[config.mk]
export PLATFORM = sky130hd
export DESIGN_NAME = multi_pin_shift_debouncer
export DESIGN_NICKNAME = d
export VERILOG_FILES = /design/src/rtl/mpsd_pkg.sv /design/src/rtl/mpsd_lane.sv /design/src/rtl/mpsd_merge.sv /design/src/rtl/multi_pin_shift_debouncer.sv
export SDC_FILE = /design/constraint.sdc
export NUM_CORES = 1
export LEC_CHECK = 0
export BUFFER_PORTS_ARGS = -buffer_cell sky130_fd_sc_hd__buf_2
export CAP_MARGIN = 30
export CORE_ASPECT_RATIO = 0.8
export CORE_MARGIN = 2
export CORE_UTILIZATION = 54
export DETAILED_ROUTE_END_ITERATION = 6
export PLACE_DENSITY = 0.72
export SYNTH_ARGS = -nofsm -noshare
export SYNTH_HDL_FRONTEND = slang
export SYNTH_HIERARCHICAL = 1
export SYNTH_SLANG_ARGS = --single-unit
[constraint.sdc]
create_clock -name clk -period 4.45 [get_ports clk]
set_clock_uncertainty 0.15 [all_clocks]
set_input_delay 0.445 -clock clk [delete_from_list [all_inputs] [get_ports clk]]
set_output_delay 0.445 -clock clk [all_outputs]
set_load 0.02 [all_outputs]
[src/rtl/mpsd_pkg.sv]
// ----------------------------------------------------------------------------
// mpsd_pkg
// Types and constants shared by the multi-pin shift-register debouncer.
// ----------------------------------------------------------------------------
`default_nettype none

package mpsd_pkg;

    localparam int CHANNELS = 8;
    localparam int WINDOW   = 16;
    localparam int LANE_W   = $clog2(CHANNELS);

    // history patterns: oldest bit low then all high / oldest bit high then all low
    localparam logic [WINDOW-1:0] ON_PAT  = {1'b0, {(WINDOW-1){1'b1}}};
    localparam logic [WINDOW-1:0] OFF_PAT = {1'b1, {(WINDOW-1){1'b0}}};

    localparam logic [2:0] KIND_TICK        = 3'd0;
    localparam logic [2:0] KIND_TAKE_RISE   = 3'd1;
    localparam logic [2:0] KIND_TAKE_FALL   = 3'd2;
    localparam logic [2:0] KIND_TAKE_CHANGE = 3'd3;
    localparam logic [2:0] KIND_SEED        = 3'd4;

    localparam int CFG_IDX_W = 2;
    localparam logic [CFG_IDX_W-1:0] CFG_INVERT = 2'd0;
    localparam logic [CFG_IDX_W-1:0] CFG_ENABLE = 2'd1;

    typedef struct packed {
        logic [2:0]          kind;
        logic [CHANNELS-1:0] pin_samples;
        logic [LANE_W-1:0]   lane;
    } in_item_t;

    typedef struct packed {
        logic [CHANNELS-1:0] levels;
        logic [CHANNELS-1:0] rising_flags;
        logic [CHANNELS-1:0] falling_flags;
        logic                flag_taken;
        logic                change_pending;
    } out_item_t;

    // per-lane findings handed to the merge stage
    typedef struct packed {
        logic load;
        logic value;
        logic rise;
        logic fall;
    } lane_upd_t;

endpackage

`default_nettype wire

[src/rtl/mpsd_lane.sv]
// ----------------------------------------------------------------------------
// mpsd_lane
// One debounce lane: history shift register and edge pattern match.
// ----------------------------------------------------------------------------
`default_nettype none

module mpsd_lane
    import mpsd_pkg::*;
(
    input  logic      clk,
    input  logic      rst_n,
    input  logic      tick,
    input  logic      seed,
    input  logic      sample,
    output lane_upd_t upd
);

    logic [WINDOW-1:0] history_reg;
    logic [WINDOW-1:0] history_next;
    logic [WINDOW-1:0] shifted;
    logic              rise;
    logic              fall;

    assign shifted = {history_reg[WINDOW-2:0], sample};
    assign rise    = tick && (shifted == ON_PAT);
    assign fall    = tick && (shifted == OFF_PAT);

    always_comb
    begin
        history_next = history_reg;
        if (tick)
        begin
            history_next = shifted;
        end
        else if (seed)
        begin
            history_next = {WINDOW{sample}};
        end
    end

    always_comb
    begin
        upd.rise  = rise;
        upd.fall  = fall;
        upd.load  = seed || rise || fall;
        upd.value = seed ? sample : rise;
    end

    always_ff @(posedge clk or negedge rst_n)
    begin
        if (!rst_n)
        begin
            history_reg <= '0;
        end
        else
        begin
            history_reg <= history_next;
        end
    end

endmodule

`default_nettype wire

[src/rtl/mpsd_merge.sv]
// ----------------------------------------------------------------------------
// mpsd_merge
// Combines lane findings into level and sticky flag state, serves queries.
// ----------------------------------------------------------------------------
`default_nettype none

module mpsd_merge
    import mpsd_pkg::*;
(
    input  logic                       clk,
    input  logic                       rst_n,
    input  logic                       accept,
    input  logic [2:0]                 kind,
    input  logic [LANE_W-1:0]          lane,
    input  lane_upd_t [CHANNELS-1:0]   upd,
    output out_item_t                  result
);

    logic [CHANNELS-1:0] level_reg;
    logic [CHANNELS-1:0] level_next;
    logic [CHANNELS-1:0] rise_reg;
    logic [CHANNELS-1:0] rise_next;
    logic [CHANNELS-1:0] fall_reg;
    logic [CHANNELS-1:0] fall_next;
    logic                change_reg;
    logic                change_next;
    logic                taken;
    logic                any_hit;

    always_comb
    begin
        any_hit = 1'b0;
        for (int i = 0; i < CHANNELS; i++)
        begin
            level_next[i] = upd[i].load ? upd[i].value : level_reg[i];
            rise_next[i]  = rise_reg[i] | upd[i].rise;
            fall_next[i]  = fall_reg[i] | upd[i].fall;
            any_hit       = any_hit | upd[i].rise | upd[i].fall;
        end
        change_next = change_reg | any_hit;
        taken       = 1'b0;

        if (accept)
        begin
            case (kind)
                KIND_TAKE_RISE:
                begin
                    taken           = rise_reg[lane];
                    rise_next[lane] = 1'b0;
                end
                KIND_TAKE_FALL:
                begin
                    taken           = fall_reg[lane];
                    fall_next[lane] = 1'b0;
                end
                KIND_TAKE_CHANGE:
                begin
                    taken       = change_reg;
                    change_next = 1'b0;
                end
                default:
                begin
                    taken = 1'b0;
                end
            endcase
        end
    end

    always_comb
    begin
        result.levels         = level_next;
        result.rising_flags   = rise_next;
        result.falling_flags  = fall_next;
        result.flag_taken     = taken;
        result.change_pending = change_next;
    end

    always_ff @(posedge clk or negedge rst_n)
    begin
        if (!rst_n)
        begin
            level_reg  <= '0;
            rise_reg   <= '0;
            fall_reg   <= '0;
            change_reg <= 1'b0;
        end
        else
        begin
            level_reg  <= level_next;
            rise_reg   <= rise_next;
            fall_reg   <= fall_next;
            change_reg <= change_next;
        end
    end

endmodule

`default_nettype wire

[src/rtl/multi_pin_shift_debouncer.sv]
// A result is registered and appears in the output register in the cycle after its input.
// One transaction per cycle unless output stalls; all lanes shift and match in parallel.
// The output register frees up in the cycle it is taken, so input ready follows out_ready.
// Reset (rst_n low, asynchronous) clears histories, levels, flags and both config masks.
// ----------------------------------------------------------------------------
// multi_pin_shift_debouncer
// Eight-lane shift-register debouncer with sticky edge and change flags.
// ----------------------------------------------------------------------------
`default_nettype none

module multi_pin_shift_debouncer
    import mpsd_pkg::*;
(
    input  logic                 clk,
    input  logic                 rst_n,
    input  logic                 in_valid,
    output logic                 in_ready,
    input  in_item_t             in_data,
    output logic                 out_valid,
    input  logic                 out_ready,
    output out_item_t            out_data,
    input  logic                 cfg_valid,
    output logic                 cfg_ready,
    input  logic [CFG_IDX_W-1:0] cfg_index,
    input  logic [CHANNELS-1:0]  cfg_data
);

    logic [CHANNELS-1:0]       invert_reg;
    logic [CHANNELS-1:0]       invert_next;
    logic [CHANNELS-1:0]       enable_reg;
    logic [CHANNELS-1:0]       enable_next;
    logic                      out_valid_reg;
    logic                      out_valid_next;
    out_item_t                 out_data_reg;
    out_item_t                 result;
    logic                      accept;
    logic                      do_tick;
    logic                      do_seed;
    logic [CHANNELS-1:0]       samples;
    lane_upd_t [CHANNELS-1:0]  upd;

    assign cfg_ready = 1'b1;
    assign in_ready  = !out_valid_reg || out_ready;
    assign accept    = in_valid && in_ready;
    assign do_tick   = accept && (in_data.kind == KIND_TICK);
    assign do_seed   = accept && (in_data.kind == KIND_SEED);
    assign samples   = in_data.pin_samples ^ invert_reg;

    always_comb
    begin
        invert_next = invert_reg;
        enable_next = enable_reg;
        if (cfg_valid)
        begin
            case (cfg_index)
                CFG_INVERT: invert_next = cfg_data;
                CFG_ENABLE: enable_next = cfg_data;
                default:    invert_next = invert_reg;
            endcase
        end
    end

    generate
        for (genvar i = 0; i < CHANNELS; i++)
        begin : g_lane
            mpsd_lane u_lane (
                .clk    (clk),
                .rst_n  (rst_n),
                .tick   (do_tick && enable_reg[i]),
                .seed   (do_seed && enable_reg[i]),
                .sample (samples[i]),
                .upd    (upd[i])
            );
        end
    endgenerate

    mpsd_merge u_merge (
        .clk    (clk),
        .rst_n  (rst_n),
        .accept (accept),
        .kind   (in_data.kind),
        .lane   (in_data.lane),
        .upd    (upd),
        .result (result)
    );

    always_comb
    begin
        out_valid_next = out_valid_reg;
        if (accept)
        begin
            out_valid_next = 1'b1;
        end
        else if (out_ready)
        begin
            out_valid_next = 1'b0;
        end
    end

    always_ff @(posedge clk or negedge rst_n)
    begin
        if (!rst_n)
        begin
            invert_reg    <= '0;
            enable_reg    <= '0;
            out_valid_reg <= 1'b0;
        end
        else
        begin
            invert_reg    <= invert_next;
            enable_reg    <= enable_next;
            out_valid_reg <= out_valid_next;
        end
    end

    always_ff @(posedge clk)
    begin
        if (accept)
        begin
            out_data_reg <= result;
        end
    end

    assign out_valid = out_valid_reg;
    assign out_data  = out_data_reg;

endmodule

`default_nettype wire

# After elaboration in Yosys (flattened, before gate mapping)
# Index checks and enable logic that the tools add are counted.
word_totals:
  input_bits: 29
  out_inout_bits: 29
  regBits: 188
  elab_cells: 193
classes:
  muxes: 47
  n_bitwise: 36
  n_eq_ne: 21
  reduce_logical: 67
  n_lt_le_gt_ge: 2
op_table:
  columns: ["operator", "n"]
  rows:
  - ["$mux 15", 16]
  - ["$eq 16x15->1 const B", 8]
  - ["$eq 16x16->1 const B", 8]
  - ["$logic_and 1x1->1", 36]
  - ["$mux 8", 4]
  - ["$or 1x1->1", 32]
  - ["$mux 1", 23]
  - ["$reduce_bool 2->1", 9]
  - ["$logic_or 1x1->1", 17]
  - ["$and 8x8->8", 2]
  - ["$not 8->8", 1]
  - ["$xor 8x8->8", 1]
  - ["$bmux 1 s3", 2]
  - ["$eq 3x2->1 const B", 2]
  - ["$lt 3x4->1 const B", 1]
  - ["$reduce_and 2->1", 2]
  - ["$demux 1 s3", 1]
  - ["$eq 3x1->1 const B", 1]
  - ["$eq 3x3->1 const B", 1]
  - ["$ge 3x1->1 const B", 1]
  - ["$logic_not 3->1", 1]
  - ["$pmux 1 s3", 1]
  - ["$eq 2x1->1 const B", 1]
  - ["$logic_not 2->1", 1]
  - ["$logic_not 1->1", 1]

# Depth between registers and ports, before layout
depth:
  ltp_word: 24
  ltp_mapped: 12
  depth_no_buf: 9

# By module
# Netlist, hierarchy kept.
by_module_without_submodules:
  columns: ["mod", "n_inst", "cells_per_inst", "seq_area_each_um2", "area_each_um2"]
  rows:
  - ["mpsd_lane", 8, 83, 375.4, 735.7]
  - ["multi_pin_shift_debouncer", 1, 93, 1206.2, 1657.8]
  - ["mpsd_merge", 1, 104, 625.6, 1184.9]

# Worst setup path after synthesis
# Ideal clock, no wire load.
synth_path:
  kind: "register to register"
  startpoint: "register out_valid_reg, in the netlist out_valid"
  endpoint: "register out_data_reg, in the netlist out_data[5], data pin"
  n_path_buf: 1
  setup_time_ns: 0.261
  path_slack_ns: 1.687
  period_less_slack_ns: 2.763
  path_stages_with_launch: 8
  required_time_ns: 4.039
  arrival_time_ns: 2.352
  path_cell_list: "dfrtp_1 > nand2b_1 > buf_2 > and2_1 > nand3b_1 > nor2_1 > nand2_1 > o22a_1"
synth_lines:
  columns: ["item", "line", "source"]
  rows:
  - ["start, declared", "multi_pin_shift_debouncer.sv:32", "logic out_valid_reg;"]
  - ["start signal, assigned", "multi_pin_shift_debouncer.sv:112", "out_valid_reg <= out_valid_next;"]
  - ["end signal, assigned", "multi_pin_shift_debouncer.sv:120", "out_data_reg <= result;"]
  - ["end, declared", "multi_pin_shift_debouncer.sv:34", "out_item_t out_data_reg;"]

==> out/metrics.yaml <==
status: "finished, final reports clean"
synth_top_area_share_pct: 46.4
peakVddDrop_v: 0.000268
core_area_sq_mm: 0.0158
clkPwrFrac_pct: 29.7
grt_pass1_wl_mm: 31.4
antenna_found_initial: 0
slew_viol_final: 0
whs_path_depth: 2
cts_resized: 0
grt.total_usage_pct: 23.1
die_h_microns: 118
clock_path_buffers: 2
path_max_fanout: 19
clock_latency_ns: 0.43
viasPerCell: 5.83
fill_cells: 1311
powerDensity_mw_per_mm2: 544
yosysUniqueCellTypes: 50
p_int_mw: 3.62
grt-ovfl-total: 0
tns_ns: 0
dieArea_sq_mm: 0.0172
max_slew_margin_pct: 45.2
io_pins: 58
cts_buffers: 17
critPathLaunchType: "register"
die_x_microns: 146
fin_crit_sh_pct: 76.3
ant_nets: 0
p_leak_nw: 4.09
fmax_mhz: 294
synth_nets: 890
grt_pass1_vias: 5929
finalSetupViolCount: 0
p_sw_mw: 1.63
end_kind: "register"
cts_tree: "done"
first_iter_violations: 511
async_reset_ff_share_pct: 86.2
via_count: 6441
hold_violations: 0
placed_area_sq_mm: 0.00903
drive_gt1_share_pct: 16.2
path_clk_slew_ns: 0.07
ys_ff_latch: 188
grt_max_degree: 91
initial_core_util_pct: 55.2
ys.flop_type: "dfrtp_1"
cts_num_sinks: 188
drc: 0
utilization_pct: 61.2
period_minus_slack_ns: 3.40
synthCells: 861
finalWirelength_mm: 18.8
gp_congestion: 0.883
htreeDepth: 4
drv_cap: 0
wl_per_cell_microns: 17.0
drt-pass1-iter-count: 6
syn-cell-area_sq_mm: 0.00873
largest_register_ffs: 120
synth_seq_area_share_pct: 55.4
yosysWarningCount: 6
placementRows: 41
cp.arrival_ns: 3.42
hp-class: "input port to register"
fin_area_sq_mm: 0.00966
comb_power_share_pct: 15.9
rsz0062_at_grt: "no"
area_delta_synth_final_pct: 10.7
pwr-share-seq_pct: 54.3
crit_type: "register to register"
synth-edff-count: 26
dp_hpwl_mm: 12.9
rr_worst_depth: 7
portBuffers: 56
worst_pin_slew_ns: 0.823
sw_frac_of_total_pct: 31.1
root_buffer: "clkbuf_16"
nets: 905
cp.required_ns: 4.48
avgSynthCellArea_sq_um: 10.1
synthTopCellsByArea: "dfrtp_1 (46%), edfxtp_1 (8.9%), a21oi_1 (6.3%)"
yosysTopAreaCell: "dfrtp_1"
-- through the flow --
step	instances	total power [mW]	setup slack, ns	hold WS (ns)
floorplan	861	3.38	1.69	-0.000591
detailed placement	1071	3.71	0.751	0.334
global placement	1071	3.68	0.896	0.333
CTS	1103	5.28	1.07	0.0809
global route	1103	5.58	0.754	0.0839
finish	1104	5.25	1.05	0.0993
-- power by group through the flow --
stage	registers, mW	logic, mW	clock network (mW)
global placement	2.86	0.817	0
finish	2.85	0.837	1.56
CTS	2.84	0.847	1.59
detailed placement	2.86	0.849	0
floorplan	2.72	0.660	0
global route	2.94	0.968	1.67
-- synth_stat cells (2+ instances only) --
cell type and instances:
nor4_1 27, o22a_1 6, mux4_2 2, nor2b_1 9
clkbuf_1 26, buf_2 2, nor4b_1 9, nand2_1 126
edfxtp_1 26, nor3b_1 3, a211oi_1 8, o21ai_1 104
mux2i_1 2, buf_4 19, nor2_1 29, nor3_1 2
inv_1 10, mux2_2 25, nand2b_1 4, nand3b_1 3
mux2_1 8, a21o_1 8, buf_1 24, dfrtp_1 162
a21oi_1 110, nand4_1 32, xor2_1 8, or4_4 8
nor3_4 8, or3_1 8, and3_1 16, and2_1 9
-- cells by family after synthesis --
family,after synthesis,synth area share [%]
AO/OA/AOI/OAI,245,15.1
XOR/XNOR,8,0.803
buffers and inverters,82,4.46
flip-flops,188,55.4
multiplexers,37,5.00
other,1,0.0430
AND/OR/NAND/NOR,300,19.3
-- worst paths after layout --
path | from | to | slack (ns)
min in group asynchronous | rst_n | g_lane[3].u_lane/history_reg[4] | 0.50
hold / removal | in_valid | out_valid | 0.1
setup reg to reg | out_valid | out_data[20] | 1.05
setup / recovery | out_valid | out_data[20] | 1.05
max in group asynchronous | rst_n | g_lane[7].u_lane/history_reg[4] | 2.79
hold reg to reg | u_merge/level_reg[6] | u_merge/level_reg[6] | 0.35
-- area by class of cell --
class | count | area (sq um) | share of cell area, %
Sequential cell | 188 | 4830 | 50.0
Clock buffer | 23 | 520 | 5.39
Multi-Input combinational cell | 591 | 3500 | 36.3
Timing Repair Buffer | 68 | 392 | 4.05
Clock inverter | 8 | 104 | 1.07
Inverter | 10 | 37.5 | 0.388
Antenna cell | 1 | 2.50 | 0.0259
Tap cell | 215 | 269 | 2.78
-- repair_timing --
item                      CTS  global route
setup buffers               0             0
hold buffers                1             0
hold endpoints to repair   89             0
-- per-layer routing --
metal | up-vias | track usage, % | routed length [microns]
li1 | 3115 | - | -
met1 | 3121 | 34.7 | 9130
met2 | 180 | 33.5 | 8400
met3 | 25 | 5.00 | 976
met4 | 0 | 7.40 | 306
met5 | - | 0 | 0
-- worst max-delay path, stage by stage (launching register included) --
cell and delay, ns:
dfrtp_1 0.38, nand2b_1 0.54, and3_1 0.51, nor2b_1 0.22, nand4_1 0.11, nor4b_1 0.68
or3_1 0.21, mux2_2 0.34
-- cells in the final DEF (no fill, tap or decap), types with 2 or more instances in the layout --
master      synthesis  routed
clkinvlp_4          0       4
nand3b_1            3       3
a21o_1              8       8
dfrtp_1           162     162
mux2_1              8       8
nor3_4              8       8
a211oi_1            8       8
mux2_2             25      25
nand2b_1            4       4
nor3_1              2       2
mux2i_1             2       2
nand4_1            32      32
buf_4              19      10
inv_1              10      10
or4_4               8       8
o22a_1              6       6
edfxtp_1           26      26
nor2_1             29      29
a21oi_1           110     110
xor2_1              8       8
o21ai_1           104     104
and2_1              9       9
clkbuf_16           0      19
and3_1             16      16
mux4_2              2       2
or3_1               8       8
nor3b_1             3       3
bufinv_16           0       2
buf_2               2      55
clkbuf_8            0       3
nor4b_1             9       9
nor2b_1             9       9
nand2_1           126     126
nor4_1             27      27
(Power assumes the default switching activity.)
